File: config.mk
export PLATFORM = sky130hd
export DESIGN_NAME = mgmi_control
export DESIGN_NICKNAME = d
export VERILOG_FILES = /design/src/mgmi_pkg.sv /design/src/mgmi_control.sv
export SDC_FILE = /design/constraint.sdc
export NUM_CORES = 1
export LEC_CHECK = 0
export BUFFER_PORTS_ARGS = -buffer_cell sky130_fd_sc_hd__buf_4
export CORE_MARGIN = 2
export CORE_UTILIZATION = 55
export DETAILED_ROUTE_END_ITERATION = 10
export GPL_TIMING_DRIVEN = 1
export HOLD_SLACK_MARGIN = 0.02
export PLACE_DENSITY = 0.76
export SLEW_MARGIN = 20
export SYNTH_ARGS = -nofsm -noshare
export SYNTH_HDL_FRONTEND = slang
export SYNTH_SLANG_ARGS = --single-unit
File: constraint.sdc
create_clock -name clk -period 6.3 [get_ports clk]
set_input_delay 1.26 -clock clk [delete_from_list [all_inputs] [get_ports clk]]
set_output_delay 1.26 -clock clk [all_outputs]
set_load 0.05 [all_outputs]
File: src/mgmi_pkg.sv
// ----------------------------------------------------------------------------
// mgmi_pkg
// Types, constants and command codes shared by the Monod integrator modules.
// ----------------------------------------------------------------------------
package mgmi_pkg;

	localparam int unsigned DefMaxSubsteps = 1024;
	localparam int unsigned DefFracBits = 20;
	localparam int unsigned DataW = 32;
	localparam int unsigned RegW = 31;
	localparam int unsigned StepW = 11;
	localparam int unsigned NumRegs = 8;
	localparam int unsigned AddrW = 5;

	// Register indexes.
	localparam logic [2:0] RegTimeStep = 3'd0;
	localparam logic [2:0] RegBioYield = 3'd1;
	localparam logic [2:0] RegProdYield = 3'd2;
	localparam logic [2:0] RegOxyYield = 3'd3;
	localparam logic [2:0] RegCapacity = 3'd4;
	localparam logic [2:0] RegMaxUptake = 3'd5;
	localparam logic [2:0] RegOxyHalf = 3'd6;
	localparam logic [2:0] RegSubHalf = 3'd7;

	localparam logic [RegW-1:0] RstTimeStep = 31'd10486;
	localparam logic [RegW-1:0] RstBioYield = 31'd50381;
	localparam logic [RegW-1:0] RstProdYield = 31'd331168;
	localparam logic [RegW-1:0] RstOxyYield = 31'd208990;
	localparam logic [RegW-1:0] RstCapacity = 31'd8283750;
	localparam logic [RegW-1:0] RstMaxUptake = 31'd4719550;
	localparam logic [RegW-1:0] RstOxyHalf = 31'd14512;
	localparam logic [RegW-1:0] RstSubHalf = 31'd965212;

	typedef struct packed {
		logic signed [31:0] biomass_in;
		logic signed [31:0] oxygen_in;
		logic signed [31:0] substrate_in;
		logic signed [31:0] product_in;
		logic [10:0] step_count;
	} req_t;

	typedef struct packed {
		logic signed [31:0] biomass_out;
		logic signed [31:0] substrate_out;
		logic signed [31:0] product_out;
		logic signed [31:0] oxygen_uptake;
	} rsp_t;

	typedef struct packed {
		logic [RegW-1:0] time_step;
		logic [RegW-1:0] biomass_yield;
		logic [RegW-1:0] product_yield;
		logic [RegW-1:0] oxygen_yield;
		logic [RegW-1:0] biomass_capacity;
		logic [RegW-1:0] max_uptake;
		logic [RegW-1:0] oxygen_half_saturation;
		logic [RegW-1:0] substrate_half_saturation;
	} cfg_t;

	// Datapath register file slots.
	typedef enum logic [3:0] {
		R_X, R_O, R_G, R_M, R_XH, R_GH, R_MH, R_Q,
		R_T0, R_T1, R_RX, R_RG, R_RM, R_OUR
	} reg_id_t;

	// Operand sources: register file slots, configuration values or the constant one.
	typedef enum logic [4:0] {
		S_X, S_O, S_G, S_M, S_XH, S_GH, S_MH, S_Q,
		S_T0, S_T1, S_RX, S_RG, S_RM, S_OUR,
		S_DT, S_BY, S_PY, S_OY, S_CAP, S_QMAX, S_KO, S_KS, S_ONE
	} src_t;

	typedef enum logic [2:0] {
		OP_LOAD, OP_ADD, OP_SUB, OP_ADDHALF, OP_NEG, OP_MUL, OP_DIV
	} op_t;

	typedef struct packed {
		logic start;
		op_t op;
		src_t a;
		src_t b;
		reg_id_t dst;
		logic load_in;
		logic load_out;
	} cmd_t;

	typedef struct packed {
		logic busy;
	} sts_t;

	typedef enum logic [2:0] {
		ST_IDLE, ST_ISSUE, ST_WAIT, ST_OUT
	} state_t;

	function automatic logic signed [31:0] sat32(input logic signed [65:0] v);
		if (v > 66'sd2147483647) return 32'sh7FFFFFFF;
		if (v < -66'sd2147483648) return 32'sh80000000;
		return v[31:0];
	endfunction

endpackage

File: src/mgmi_control.sv
// ----------------------------------------------------------------------------
// mgmi_control
// Sequencer that walks the micro-program of one request.
// ----------------------------------------------------------------------------
module mgmi_control
	import mgmi_pkg::*;
#(
	parameter int unsigned MAX_SUBSTEPS = DefMaxSubsteps
) (
	input logic clk,
	input logic arst_n,
	input logic in_valid,
	input logic [10:0] step_count,
	output logic in_stall,
	output logic out_valid,
	input logic out_stall,
	input sts_t sts,
	output cmd_t cmd
);

	localparam int unsigned KW = $clog2(MAX_SUBSTEPS + 1) + 1;
	localparam logic [5:0] PcOur = 6'd0;
	localparam logic [5:0] PcStep = 6'd12;

	state_t state_q, state_d;
	logic [5:0] pc_q;
	logic [KW-1:0] k_q, n_q;
	logic step_phase_q;
	logic [KW-1:0] n_clamped;
	cmd_t uop;

	assign n_clamped = (KW'(step_count) > KW'(MAX_SUBSTEPS)) ? KW'(MAX_SUBSTEPS)
		: KW'(step_count);

	// Micro-program: uptake, oxygen rate, then rates at (x,g) or (xh,gh).
	always_comb begin
		src_t xs, gs;
		xs = step_phase_q ? S_XH : S_X;
		gs = step_phase_q ? S_GH : S_G;
		uop = '0;
		case (pc_q)
			6'd0, 6'd12: uop = '{1'b1, OP_ADD, (pc_q == 0) ? S_G : gs, S_KS, R_T0, 1'b0, 1'b0};
			6'd1, 6'd13: uop = '{1'b1, OP_DIV, (pc_q == 1) ? S_G : gs, S_T0, R_T0, 1'b0, 1'b0};
			6'd2, 6'd14: uop = '{1'b1, OP_ADD, S_O, S_KO, R_T1, 1'b0, 1'b0};
			6'd3, 6'd15: uop = '{1'b1, OP_DIV, S_O, S_T1, R_T1, 1'b0, 1'b0};
			6'd4, 6'd16: uop = '{1'b1, OP_MUL, S_QMAX, S_T0, R_Q, 1'b0, 1'b0};
			6'd5, 6'd17: uop = '{1'b1, OP_MUL, S_Q, S_T1, R_Q, 1'b0, 1'b0};
			6'd6: uop = '{1'b1, OP_MUL, S_OY, S_Q, R_OUR, 1'b0, 1'b0};
			6'd7: uop = '{1'b1, OP_MUL, S_OUR, S_X, R_OUR, 1'b0, 1'b0};
			6'd18: uop = '{1'b1, OP_DIV, xs, S_CAP, R_T0, 1'b0, 1'b0};
			6'd19: uop = '{1'b1, OP_SUB, S_ONE, S_T0, R_T0, 1'b0, 1'b0};
			6'd20: uop = '{1'b1, OP_MUL, S_BY, S_Q, R_RX, 1'b0, 1'b0};
			6'd21: uop = '{1'b1, OP_MUL, S_RX, xs, R_RX, 1'b0, 1'b0};
			6'd22: uop = '{1'b1, OP_MUL, S_RX, S_T0, R_RX, 1'b0, 1'b0};
			6'd23: uop = '{1'b1, OP_MUL, S_Q, xs, R_RG, 1'b0, 1'b0};
			6'd24: uop = '{1'b1, OP_NEG, S_RG, S_RG, R_RG, 1'b0, 1'b0};
			6'd25: uop = '{1'b1, OP_MUL, S_PY, S_Q, R_RM, 1'b0, 1'b0};
			6'd26: uop = '{1'b1, OP_MUL, S_RM, xs, R_RM, 1'b0, 1'b0};
			6'd27: uop = '{1'b1, OP_MUL, S_RX, S_DT, R_RX, 1'b0, 1'b0};
			6'd28: uop = '{1'b1, OP_MUL, S_RG, S_DT, R_RG, 1'b0, 1'b0};
			6'd29: uop = '{1'b1, OP_MUL, S_RM, S_DT, R_RM, 1'b0, 1'b0};
			6'd30: uop = step_phase_q ? '{1'b1, OP_ADD, S_X, S_RX, R_X, 1'b0, 1'b0}
				: '{1'b1, OP_ADDHALF, S_X, S_RX, R_XH, 1'b0, 1'b0};
			6'd31: uop = step_phase_q ? '{1'b1, OP_ADD, S_G, S_RG, R_G, 1'b0, 1'b0}
				: '{1'b1, OP_ADDHALF, S_G, S_RG, R_GH, 1'b0, 1'b0};
			6'd32: uop = step_phase_q ? '{1'b1, OP_ADD, S_M, S_RM, R_M, 1'b0, 1'b0}
				: '{1'b1, OP_ADDHALF, S_M, S_RM, R_MH, 1'b0, 1'b0};
			default: uop = '0;
		endcase
	end

	// Next state.
	always_comb begin
		state_d = state_q;
		unique case (state_q)
			ST_IDLE: if (in_valid) state_d = ST_ISSUE;
			ST_ISSUE: state_d = ST_WAIT;
			ST_WAIT: begin
				if (!sts.busy) begin
					if (pc_q == 6'd7 && n_q == '0) state_d = ST_OUT;
					else if (pc_q == 6'd32 && step_phase_q && k_q + 1'b1 == n_q)
						state_d = ST_OUT;
					else state_d = ST_ISSUE;
				end
			end
			ST_OUT: if (!out_stall) state_d = ST_IDLE;
			default: state_d = ST_IDLE;
		endcase
	end

	// Outputs.
	always_comb begin
		cmd = '0;
		in_stall = 1'b1;
		out_valid = 1'b0;
		unique case (state_q)
			ST_IDLE: begin
				in_stall = 1'b0;
				cmd.load_in = in_valid;
			end
			ST_ISSUE: cmd = uop;
			ST_WAIT: cmd.load_out = !sts.busy && (state_d == ST_OUT);
			ST_OUT: out_valid = 1'b1;
			default: cmd = '0;
		endcase
	end

	// Sequencer registers.
	always_ff @(posedge clk or negedge arst_n) begin
		if (!arst_n) begin
			state_q <= ST_IDLE;
			pc_q <= PcOur;
			k_q <= '0;
			n_q <= '0;
			step_phase_q <= 1'b0;
		end else begin
			state_q <= state_d;
			if (state_q == ST_IDLE && in_valid) begin
				pc_q <= PcOur;
				k_q <= '0;
				n_q <= n_clamped;
				step_phase_q <= 1'b0;
			end else if (state_q == ST_WAIT && !sts.busy) begin
				if (pc_q == 6'd7) pc_q <= PcStep;
				else if (pc_q == 6'd32) begin
					pc_q <= PcStep;
					step_phase_q <= !step_phase_q;
					if (step_phase_q) k_q <= k_q + 1'b1;
				end else pc_q <= pc_q + 1'b1;
			end
		end
	end

endmodule

==> results.md <==
* Layout cells sized above 1 at 0.1707
* Internal power at 405.8 uW
* CP arrival at 3.73 ns
* Flop pwr share at 0.415
* I/O Pins at 38
* Area after DPL at approximately 0.0032 mm^2
* Final Instance Area at between 0.003 and 0.004 mm^2
* Antenna fix cells at 0
* Cells after synthesis at 394
* Most frequent cell after synthesis: nand2_1
* Starting Density at 0.5803
* Hold WC Path Type: flop to flop
* Hpwl dp at 6048 um
* Top cells by count, synth: nand2_1 (53), dfrtp_1 (33), nor2_1 (29), o21ai_0 (29), clkbuf_1 (20)
* Minimum clock period at ~5 ns
* Pins over their slew limit at 0
* Logic pwr share at 0.234
* Total chip power at 592.1 uW
* Rows at 26
* Top post-synthesis cells by area: dfrtp_1 (27%), nand2_1 (6.6%), o21ai_0 (4.8%)
* Gates resized, CTS repair at 0
* Fin. Hold Viols at 0
* Grt ovf at 0
* Synthesized area at 0.003020 mm^2
* Switching Fraction at 0.3146
* CP top delay family: compound AO/OA/AOI/OAI gates
* Fillers at about 490
* Fin Clk Skew at approximately 0.0061 ns
* Die Y at 78.11 um
* 1st-iter DRT viols at between 300 and 400
* Leak at 1.364 nW
* TNS Setup at 0 ns
* Synth area leader: dfrtp_1
* Slowest stage cell, crit path: dfrtp_1
* Largest net degree at the start of global routing at 34
* Total GRT Usage at 0.2839
* Clock Power Share at 0.352
* CTS tree: yes
* Main synth FF type: dfrtp_1
* Fin cells at 480
* Relative slew slack at 0.3132
* Setup WS post-layout at 1.313 ns
* Setup CP Type: flop to primary output
* Post-synthesis sequential area ratio at 0.2734
* Vias/cell at 6.369
* Via Count at 3057
* RSZ-0062 raised after global routing: false
* DR pass1 iterations at 5
* Syn Nets at about 420
* Fin crit share at 0.7916
* Wirelength per Cell at 17.32 um
* R2R Setup Slk at 3.19 ns
* RD Place Congestion at approximately 0.97
* H-Tree Depth at 2
* Setup crit end kind: primary output
* Final setup violation count at 0
* Die Width at 78.11 um
* Clk Latency, worst-skew pair at 0.29 ns
* Residual DRC at 0
* Clk slew on worst S/H paths at 0.06 ns
* WP data required at 5.04 ns
* P per Cell Area at 177.2 mW/mm^2
* Hold_buf cts at 0
* Outcome: finished clean
* Worst vdd ir at ~0.00014 V
* Post-Syn Area per Cell at 7.666 um^2
* Max incr delay on CP at 0.83 ns
* Register bit total from synthesis at 33
* Clock Sinks at 33
* Pre-CTS setup slack at roughly 1.7 ns
* Vias in the first global route at 2719
* Routed Antenna Nets at 0
* Clk buf depth at 2
* Initial antenna violation count at 0
* Number of flops mapped to enable cells by yosys at 0
* First-pass GRT wire length at 13870 um
* Maxcap violations at 0
* TritonCTS buffer count at 5
* Critical path fanouts, max at 24
* Worst setup SP type: flop
* Root Buffer: clkbuf_8
* Total wire length at 8315 um
* Post-synth cell types at 67
* Critical-path cell list: nor2b_1 -> nand3_1 -> or3b_1 -> a311oi_1 -> a2111o_1 -> a31oi_1 -> buf_4
* Final Net Count at 430
* Top achievable clock speed at 200.5 MHz
* Synth Warn # at 0
* Asr flop ratio synth at 1.000
* Post-CTS setup buffer count at 0
* IO buf count at 37
* Area fraction of the dominant cell type after synthesis at 0.2734
* NetSw at 186.3 uW
* Worst slew pin tran at 1.025 ns
* Area grow syn2layout at 10.65%
* Crit path buffers/inverters at 1
* Die area at 0.006100 mm^2
* Core Region at ~0.0052 mm^2
* Placed cells at 472
-- cell families after synthesis --
kind of cell | synth area share
XOR/XNOR | 0.04350
AND/OR/NAND/NOR | 0.3045
flip-flops | 0.2734
other | 0.001242
adder cells (fa/ha/maj) | 0.02071
buffers and inverters | 0.07912
multiplexers | 0.01036
AO/OA/AOI/OAI | 0.2672
-- layout by cell type (no fill, tap or decap), types with 4 or more instances in the layout --
master,netlist,layout
o211ai_1,5,5
xnor2_1,8,8
nor2b_1,12,12
o32ai_1,4,4
inv_1,14,14
a21oi_2,5,5
nand3_1,14,14
dfrtp_1,33,33
nand4_1,4,4
o31ai_1,7,7
nand3b_1,10,10
nor2_4,4,4
ha_1,5,5
o21ai_0,29,29
nand2b_1,6,6
o41ai_1,4,4
clkbuf_8,0,6
nand2_1,53,53
xor2_1,7,7
buf_4,1,40
nor4_1,6,6
nor3_1,14,14
nor2_1,29,29
a22o_1,4,4
a31oi_1,11,11
a21oi_1,18,18
-- power groups by stage --
stage	clock network, mW	registers [mW]	logic (mW)
2_1_floorplan	0	0.243	0.103
3_3_place_gp	0	0.248	0.136
3_5_place_dp	0	0.249	0.137
4_1_cts	0.212	0.245	0.138
5_1_grt	0.220	0.248	0.153
6_report	0.208	0.246	0.138
-- per-stage QoR --
step,hold WS (ns),util
final,0.5132,0.6421
after global routing,0.5511,0.6421
after CTS,0.5172,0.6421
after detailed placement,0.5020,0.6197
after global placement,0.4947,0.6197
after floorplan,0.4637,-
-- cell type report --
class / count / area [um^2] / share of cell area
inverter: 15 / 56.30 / 0.01685
tap: 70 / 87.58 / 0.02621
clock buffer: 7 / 86.33 / 0.02583
timing repair buffer: 40 / 300.3 / 0.08985
sequential: 33 / 825.8 / 0.2471
multi-input combinational: 314 / 1956 / 0.5852
clock inverter: 1 / 30.03 / 0.008985
-- path summary, 6_finish.rpt --
path | cells after the start | from | endpoint
worst max-delay path | 7 | pc_q[2]$_DFFE_PN0P_ | cmd[5]
worst min-delay path | 1 | k_q[11]$_DFFE_PN0P_ | k_q[11]$_DFFE_PN0P_
worst max register to register | 6 | pc_q[0]$_DFFE_PN0P_ | k_q[9]$_DFFE_PN0P_
worst min register to register | 1 | k_q[11]$_DFFE_PN0P_ | k_q[11]$_DFFE_PN0P_
max in group asynchronous | 1 | arst_n | pc_q[0]$_DFFE_PN0P_
min in group asynchronous | 1 | arst_n | k_q[8]$_DFFE_PN0P_
-- metal layers --
layer | global-route usage | wire [um] | vias up
li1 | - | - | 1462
met3 | 0.04828 | 696 | 11
met4 | 0.05614 | 72 | 0
met2 | 0.4121 | 3595 | 140
met1 | 0.4424 | 3951 | 1444
met5 | 0 | 0 | -
-- registers in the layout, summed over array words and instances, names as in the netlist --
register,flops
pc_q,6
state_q,3
n_q,11
k_q,12
step_phase_q,1
Power figures use the tool's default switching activity.
